==> src/design/gbts_pkg.sv <==
`default_nettype none

package gbts_pkg;

  localparam int CAPACITY = 256;
  localparam int ADDR_W   = 8;
  localparam int POS_W    = 9;

  localparam logic [2:0] FN_INSERT     = 3'd0;
  localparam logic [2:0] FN_DEL_BEFORE = 3'd1;
  localparam logic [2:0] FN_DEL_AFTER  = 3'd2;
  localparam logic [2:0] FN_MOVE       = 3'd3;
  localparam logic [2:0] FN_READ       = 3'd4;

  localparam logic [1:0] ST_DONE  = 2'd0;
  localparam logic [1:0] ST_FULL  = 2'd1;
  localparam logic [1:0] ST_EMPTY = 2'd2;
  localparam logic [1:0] ST_RANGE = 2'd3;

  typedef enum logic [2:0] {
    S_IDLE,
    S_EXEC,
    S_MV_CHK,
    S_MV_RD,
    S_MV_WR,
    S_FIN
  } ctrl_state_t;

  typedef struct packed {
    logic load;
    logic exec;
    logic mv_rd;
    logic mv_wr;
    logic out_load;
  } dp_cmd_t;

  typedef struct packed {
    logic is_move;
    logic move_busy;
  } dp_stat_t;

endpackage

`default_nettype wire

==> src/design/gap_buffer_text_store_core.sv <==
// Gap buffer text store: a 256-byte text held in one RAM with a movable gap.
// Input channel (in_valid/in_ready) carries one operation word: func selects
// insert, delete before the gap, delete after the gap, move gap, or read;
// char_in is the byte to insert and position the text position for move/read.
// Output channel (out_valid/out_ready) returns one result word per operation:
// char_out, text_length, gap_position (the cursor) and status.
// Insert, delete, read and unused codes pass through the execute and finish
// states before the result is loaded. A move adds a compare step, then for
// each byte carried across the gap one RAM read, one RAM write and a compare
// step.
// One operation is in flight at a time; in_ready is high only while the
// controller is idle, so a new word is taken only once the previous one has
// finished, even if the previous result is unclaimed.
// When the receiver stalls, a finished result waits in the output register
// and the following operation holds before its own result is written.
// Reset (rst, synchronous) empties the text: gap at 0, gap end at 256.
// RAM contents are not cleared; only bytes written by insert or by a move are ever read.

`default_nettype none

module gap_buffer_text_store_core (
  input  wire logic                       clk,
  input  wire logic                       rst,
  input  wire logic                       in_valid,
  output logic                            in_ready,
  input  wire logic [2:0]                 func,
  input  wire logic [7:0]                 char_in,
  input  wire logic [gbts_pkg::POS_W-1:0] position,
  output logic                            out_valid,
  input  wire logic                       out_ready,
  output logic [7:0]                      char_out,
  output logic [gbts_pkg::POS_W-1:0]      text_length,
  output logic [gbts_pkg::POS_W-1:0]      gap_position,
  output logic [1:0]                      status
);
  import gbts_pkg::*;

  dp_cmd_t  cmd;
  dp_stat_t stat;

  gbts_ctrl u_ctrl (
    .clk       (clk),
    .rst       (rst),
    .in_valid  (in_valid),
    .in_ready  (in_ready),
    .out_valid (out_valid),
    .out_ready (out_ready),
    .stat      (stat),
    .cmd       (cmd)
  );

  gbts_datapath u_datapath (
    .clk          (clk),
    .rst          (rst),
    .cmd          (cmd),
    .stat         (stat),
    .func         (func),
    .char_in      (char_in),
    .position     (position),
    .char_out     (char_out),
    .text_length  (text_length),
    .gap_position (gap_position),
    .status       (status)
  );

endmodule

`default_nettype wire

==> src/design/gbts_ctrl.sv <==
`default_nettype none

module gbts_ctrl (
  input  wire logic              clk,
  input  wire logic              rst,
  input  wire logic              in_valid,
  output logic                   in_ready,
  output logic                   out_valid,
  input  wire logic              out_ready,
  input  wire gbts_pkg::dp_stat_t stat,
  output gbts_pkg::dp_cmd_t      cmd
);
  import gbts_pkg::*;

  ctrl_state_t state, state_next;
  logic        out_valid_next;

  always_ff @(posedge clk) begin
    if (rst) begin
      state     <= S_IDLE;
      out_valid <= 1'b0;
    end else begin
      state     <= state_next;
      out_valid <= out_valid_next;
    end
  end

  always_comb begin
    state_next = state;
    cmd        = '0;
    in_ready   = 1'b0;
    case (state)
      S_IDLE: begin
        in_ready = 1'b1;
        if (in_valid) begin
          cmd.load   = 1'b1;
          state_next = S_EXEC;
        end
      end
      S_EXEC: begin
        cmd.exec   = 1'b1;
        state_next = stat.is_move ? S_MV_CHK : S_FIN;
      end
      S_MV_CHK: begin
        state_next = stat.move_busy ? S_MV_RD : S_FIN;
      end
      S_MV_RD: begin
        cmd.mv_rd  = 1'b1;
        state_next = S_MV_WR;
      end
      S_MV_WR: begin
        cmd.mv_wr  = 1'b1;
        state_next = S_MV_CHK;
      end
      S_FIN: begin
        // The result register may still hold an unclaimed word.
        if (!out_valid || out_ready) begin
          cmd.out_load = 1'b1;
          state_next   = S_IDLE;
        end
      end
      default: state_next = S_IDLE;
    endcase
  end

  always_comb begin
    if (cmd.out_load) begin
      out_valid_next = 1'b1;
    end else if (out_ready) begin
      out_valid_next = 1'b0;
    end else begin
      out_valid_next = out_valid;
    end
  end

  assert property (@(posedge clk) disable iff (rst) cmd.load |=> state == S_EXEC)
    else $error("accepted word did not start execution");
  assert property (@(posedge clk) disable iff (rst) cmd.mv_rd |=> cmd.mv_wr)
    else $error("move read not followed by its write");
  assert property (@(posedge clk) disable iff (rst) cmd.out_load |=> out_valid)
    else $error("result load did not raise out_valid");

endmodule

`default_nettype wire

==> src/design/gbts_datapath.sv <==
`default_nettype none

module gbts_datapath (
  input  wire logic                        clk,
  input  wire logic                        rst,
  input  wire gbts_pkg::dp_cmd_t           cmd,
  output gbts_pkg::dp_stat_t               stat,
  input  wire logic [2:0]                  func,
  input  wire logic [7:0]                  char_in,
  input  wire logic [gbts_pkg::POS_W-1:0]  position,
  output logic [7:0]                       char_out,
  output logic [gbts_pkg::POS_W-1:0]       text_length,
  output logic [gbts_pkg::POS_W-1:0]       gap_position,
  output logic [1:0]                       status
);
  import gbts_pkg::*;

  logic [7:0]        mem [CAPACITY];
  logic [7:0]        rdata;

  logic [2:0]        op_func;
  logic [7:0]        op_char;
  logic [POS_W-1:0]  op_pos;

  logic [POS_W-1:0]  gap_low, gap_low_next;
  logic [POS_W-1:0]  gap_high, gap_high_next;
  logic [POS_W-1:0]  target, target_next;
  logic [1:0]        status_r, status_r_next;
  logic              rd_hit, rd_hit_next;

  logic [POS_W:0]    len_wide;
  logic [POS_W-1:0]  len;
  logic [POS_W-1:0]  phys;
  logic              move_right;

  logic              wr_en;
  logic [ADDR_W-1:0] wr_addr;
  logic [7:0]        wr_data;
  logic              rd_en;
  logic [ADDR_W-1:0] rd_addr;

  assign len_wide   = {1'b0, gap_low} + (POS_W+1)'(CAPACITY) - {1'b0, gap_high};
  assign len        = len_wide[POS_W-1:0];
  assign phys       = (op_pos < gap_low) ? op_pos : op_pos + (gap_high - gap_low);
  assign move_right = target > gap_low;

  assign stat.is_move   = (op_func == FN_MOVE);
  assign stat.move_busy = (gap_low != target);

  always_comb begin
    gap_low_next  = gap_low;
    gap_high_next = gap_high;
    target_next   = target;
    status_r_next = status_r;
    rd_hit_next   = rd_hit;
    wr_en         = 1'b0;
    wr_addr       = gap_low[ADDR_W-1:0];
    wr_data       = op_char;
    rd_en         = 1'b0;
    rd_addr       = phys[ADDR_W-1:0];

    if (cmd.load) begin
      status_r_next = ST_DONE;
      rd_hit_next   = 1'b0;
      target_next   = gap_low;
    end

    if (cmd.exec) begin
      case (op_func)
        FN_INSERT: begin
          if (gap_low >= gap_high) begin
            status_r_next = ST_FULL;
          end else begin
            wr_en        = 1'b1;
            gap_low_next = gap_low + 1'b1;
          end
        end
        FN_DEL_BEFORE: begin
          if (gap_low == '0) begin
            status_r_next = ST_EMPTY;
          end else begin
            gap_low_next = gap_low - 1'b1;
          end
        end
        FN_DEL_AFTER: begin
          if (gap_high >= POS_W'(CAPACITY)) begin
            status_r_next = ST_EMPTY;
          end else begin
            gap_high_next = gap_high + 1'b1;
          end
        end
        FN_MOVE: begin
          if (op_pos > len) begin
            target_next   = len;
            status_r_next = ST_RANGE;
          end else begin
            target_next = op_pos;
          end
        end
        FN_READ: begin
          if (op_pos >= len) begin
            status_r_next = ST_RANGE;
          end else begin
            rd_en       = 1'b1;
            rd_hit_next = 1'b1;
          end
        end
        default: ;
      endcase
    end

    // One byte crosses the gap per read/write pair.
    if (cmd.mv_rd) begin
      rd_en   = 1'b1;
      rd_addr = move_right ? gap_high[ADDR_W-1:0] : ADDR_W'(gap_low - 1'b1);
    end

    if (cmd.mv_wr) begin
      wr_en   = 1'b1;
      wr_data = rdata;
      if (move_right) begin
        wr_addr       = gap_low[ADDR_W-1:0];
        gap_low_next  = gap_low + 1'b1;
        gap_high_next = gap_high + 1'b1;
      end else begin
        wr_addr       = ADDR_W'(gap_high - 1'b1);
        gap_low_next  = gap_low - 1'b1;
        gap_high_next = gap_high - 1'b1;
      end
    end
  end

  always_ff @(posedge clk) begin
    if (rst) begin
      gap_low  <= '0;
      gap_high <= POS_W'(CAPACITY);
      target   <= '0;
      status_r <= ST_DONE;
      rd_hit   <= 1'b0;
    end else begin
      gap_low  <= gap_low_next;
      gap_high <= gap_high_next;
      target   <= target_next;
      status_r <= status_r_next;
      rd_hit   <= rd_hit_next;
    end
  end

  always_ff @(posedge clk) begin
    if (cmd.load) begin
      op_func <= func;
      op_char <= char_in;
      op_pos  <= position;
    end
  end

  always_ff @(posedge clk) begin
    if (wr_en) begin
      mem[wr_addr] <= wr_data;
    end
  end

  always_ff @(posedge clk) begin
    if (rd_en) begin
      rdata <= mem[rd_addr];
    end
  end

  always_ff @(posedge clk) begin
    if (cmd.out_load) begin
      char_out     <= rd_hit ? rdata : 8'd0;
      text_length  <= len;
      gap_position <= gap_low;
      status       <= status_r;
    end
  end

  assert property (@(posedge clk) disable iff (rst) gap_low <= gap_high)
    else $error("gap start passed gap end");
  assert property (@(posedge clk) disable iff (rst)
                   cmd.mv_wr |=> (gap_high - gap_low) == $past(gap_high - gap_low))
    else $error("gap width changed during a move");
  assert property (@(posedge clk) disable iff (rst)
                   cmd.mv_wr |=> target == $past(target))
    else $error("move target changed during a move");

endmodule

`default_nettype wire
==> config.mk <==
export PLATFORM = sky130hd
export DESIGN_NAME = gap_buffer_text_store_core
export DESIGN_NICKNAME = d
export VERILOG_FILES = /design/src/design/gbts_pkg.sv /design/src/design/gap_buffer_text_store_core.sv /design/src/design/gbts_ctrl.sv /design/src/design/gbts_datapath.sv
export SDC_FILE = /design/constraint.sdc
export NUM_CORES = 2
export LEC_CHECK = 0
export BUFFER_PORTS_ARGS = -buffer_cell sky130_fd_sc_hd__buf_4
export CAP_MARGIN = 40
export CORE_ASPECT_RATIO = 1.25
export CORE_MARGIN = 1.5
export CORE_UTILIZATION = 40
export DETAILED_ROUTE_END_ITERATION = 10
export PLACE_DENSITY = 0.59
export SETUP_SLACK_MARGIN = 0.2
export SYNTH_ARGS = -nofsm -noshare
export SYNTH_HDL_FRONTEND = slang
export SYNTH_HIERARCHICAL = 1
export SYNTH_SLANG_ARGS = --single-unit
export TNS_END_PERCENT = 100
==> constraint.sdc <==
create_clock -name clk -period 13.51 [get_ports clk]
set_input_delay 2.702 -clock clk [delete_from_list [all_inputs] [get_ports clk]]
set_output_delay 2.702 -clock clk [all_outputs]
set_load 0.05 [all_outputs]
==> metrics.txt <==
outcome finished, violations left; violated checks design-rule violations; largest net degree at the start of global routing 187; postcts setup bufs 0; fin nets 6893; worst path bufs/invs 5; CTS Root Cell clkbuf_16; Gates resized, CTS repair 0; CP peak stage delay 0.76 ns; drc violations 2; routability cong. 0.922; crit path DAT 7.93 ns; FF+latch count, synth 2138; Worst Path Required 14.21 ns; Fin. Hold Viols 0; worst-path cell chain inv_1 -> ha_1 -> inv_1 -> ha_1 -> fa_1 -> nand2_1 -> o2111ai_4 -> buf_12 -> buf_12 -> buf_4 -> nand2_1 -> nand3_1 -> a32oi_1 -> o21ai_0 -> a221oi_1 -> nand4b_1; sequential element share of the synthesized area 72.6%; Synth Area in Compound Gates 6.41%; Power Dens Cells 256 mW/mm2; Synth Flop Type edfxtp_1; CORE AREA 0.219 mm2; boundary pin count 54; Finished Layout Cells 9876; Clock Skews 0.0514 ns; Post-Syn Nets 6854; synth unique cells 95; leakage 33.2 nW; Reg area 0.0639 mm2; Vias/cell 5.76; area of the multi-input gates 0.0223 mm2; top cell type's share of synthesized area 71.8%; Hold Buf Count CTS 0; Die X 423 um; Avg Inst Size Synth 13.0 um2; count leader, synth edfxtp_1; Design Power 25.4 mW; Mapped Area 0.0880 mm2; busiest grt layer met2; Min Clock Period, post-route 7.23 ns; Synth Instances 6763; worst hold slack 0.433 ns; maximum clock insertion buffer count 4; max_slew headroom 18.4%; first-pass GRT wire length 378 mm; DRT Pass-1 Iters 11; Layout area overhead 12.5%; Initial Util 40.2%; unrepaired setup endpoints after global routing false; post-synthesis mux area share 2.13%; Critical Path Slowest Stage Cell o2111ai_4; Clock Pin Slew Worst Setup and Hold Paths 0.06 ns; share of layout cells above drive strength 1 9.22%; Routed WL 260 mm; peak supply drop 332 uV; Remaining Overflow, GRT 0; Worst Setup End Kind flop; CP delay by family, top buffers and inverters; initial antenna violation count 11; Die Y 527 um; largest family of logic cells by synthesized area simple AND/OR/NAND/NOR gates; Setup CP Type flop to flop; DP Wirelength 159 mm; Iteration-0 DRC Markers 6368; max-cap violation count 0; share of flip-flops with an asynchronous set or reset 0%; Final Cycle Share 53.5%; Min-Delay Path Class flop to flop; grt met2 use 37.9%; Setup Total Neg Slack 0 ns; Syn. warnings 6; # fillers 19.4k; CP Max Fanout 186; Total GRT Usage 22.8%; met1 Use GR 29.6%; Final WS setup 6.28 ns; number of I/O port buffers 53; total CTS buffers 206; detailed-route wire length per cell 26.3 um; row count 192; Die ar. 0.223 mm2; r2r setup slk 6.28 ns; synth cell count leaders edfxtp_1 (2104), nand2_1 (1721), nand3_1 (698); Worst Tran Pin Value 1.22 ns; Final Max Slew Viols 0; top cells by area in the synthesized netlist edfxtp_1 (72%), nand2_1 (7.3%), nand3_1 (4.0%), mux2i_1 (1.7%), nor2_1 (1.4%); htree depth 4; Sink Count 2138; EDFF count, synth 2104; Setup violations, final 0; worst-skew pair later-pin latency 0.87 ns; achievable frequency 138 MHz; post-placement cell count 9502; Synth Area in Adders 1.06%; CTS tree yes; vias in the first global route 54.3k; post-route ant nets 0; critical path startpoint category flop; GRT met3 Usage 3.16%; Place WS 6.50 ns; dominant cell type by area after synthesis edfxtp_1; via count 56.9k; XOR/XNOR share of the synthesized area 0.341%; post-synthesis simple-gate area fraction 15.0%
[where the power goes]
| part | switching [mW] | leakage, nW | total, mW | internal, mW |
|---|---|---|---|---|
| clock | 2.48 | 3.21 | 5.72 | 3.24 |
| combinational | 8.60 | 10.8 | 11.8 | 3.19 |
| sequential | 0.0576 | 19.2 | 7.85 | 7.79 |
| total | 11.1 | 33.2 | 25.4 | 14.2 |
[flip-flops by register name (all words and copies together), names as in the netlist, 8 cells and up]
signal                   flops
u_datapath/op_pos            9
u_datapath/text_length       9
u_datapath/gap_position      9
u_datapath/rdata             8
u_datapath/mem            2048
u_datapath/char_out          8
u_datapath/gap_low           9
u_datapath/op_char           8
u_datapath/gap_high          9
u_datapath/target            9
[cell type report]
cell class / instances / share of cell area [%]
clock inverters: 121 / 1.16
well taps: 2910 / 3.68
diodes: 5 / 0.0126
multi-input cells: 4130 / 22.5
repair buffers: 260 / 2.42
clock buffers: 246 / 5.46
inverters: 66 / 0.250
flip-flops and latches: 2138 / 64.5
[cells by family after synthesis]
logic type	Yosys count
DFF	2138
AOI/OAI and AO/OA	787
buffers and inverters	495
xor gates and xnor gates	31
and+or+nand+nor	3066
adders and majority gates	67
muxes	179
[placed cells by master (no fill, tap or decap), drive strengths merged, types with 15 or more instances in the layout]
| cell type | n |
|---|---|
| edfxtp | 2104 |
| nand2 | 1721 |
| nand3 | 698 |
| nor2 | 332 |
| buf | 260 |
| clkbuf | 246 |
| a21oi | 183 |
| mux2i | 149 |
| a32oi | 117 |
| a31oi | 96 |
| clkinv | 92 |
| and3 | 83 |
| nand4 | 82 |
| inv | 68 |
| o21ai | 66 |
| a22oi | 58 |
| ha | 55 |
| a211oi | 49 |
| nor3 | 49 |
| dfxtp | 34 |
| a221oi | 33 |
| xnor2 | 28 |
| mux2 | 26 |
| bufinv | 21 |
| a311oi | 21 |
| a22o | 21 |
| a32o | 21 |
| o21a | 19 |
| nor2b | 18 |
| o31ai | 16 |
| and2 | 16 |
| o22ai | 15 |
[final timing paths]
path	from	endpoint	depth (start not counted)
worst max-delay path	u_datapath/gap_low[0]$_SDFFE_PP0P_	u_datapath/rdata[6]$_DFFE_PP_	16
worst min-delay path	u_datapath/status_r[1]$_SDFF_PP0_	u_datapath/status[1]$_DFFE_PP_	0
worst max register to register	u_datapath/gap_low[0]$_SDFFE_PP0P_	u_datapath/rdata[6]$_DFFE_PP_	16
worst min register to register	u_datapath/status_r[1]$_SDFF_PP0_	u_datapath/status[1]$_DFFE_PP_	0
[metrics by stage]
stage / util [%] / cell area [um2]
5_1_grt: 45.2 / 99000
4_1_cts: 45.2 / 98900
6_report: 45.2 / 99000
3_5_place_dp: 42.2 / 92400
3_3_place_gp: 41.7 / 91400
2_1_floorplan: - / 88000
[metal layers]
metal / vias up / routed length (um)
met2: 2547 / 127000
met3: 532 / 19300
met1: 28700 / 101000
met4: 6 / 12800
li1: 25100 / -
met5: - / 25
No activity file was read; power rests on OpenSTA's default activity.
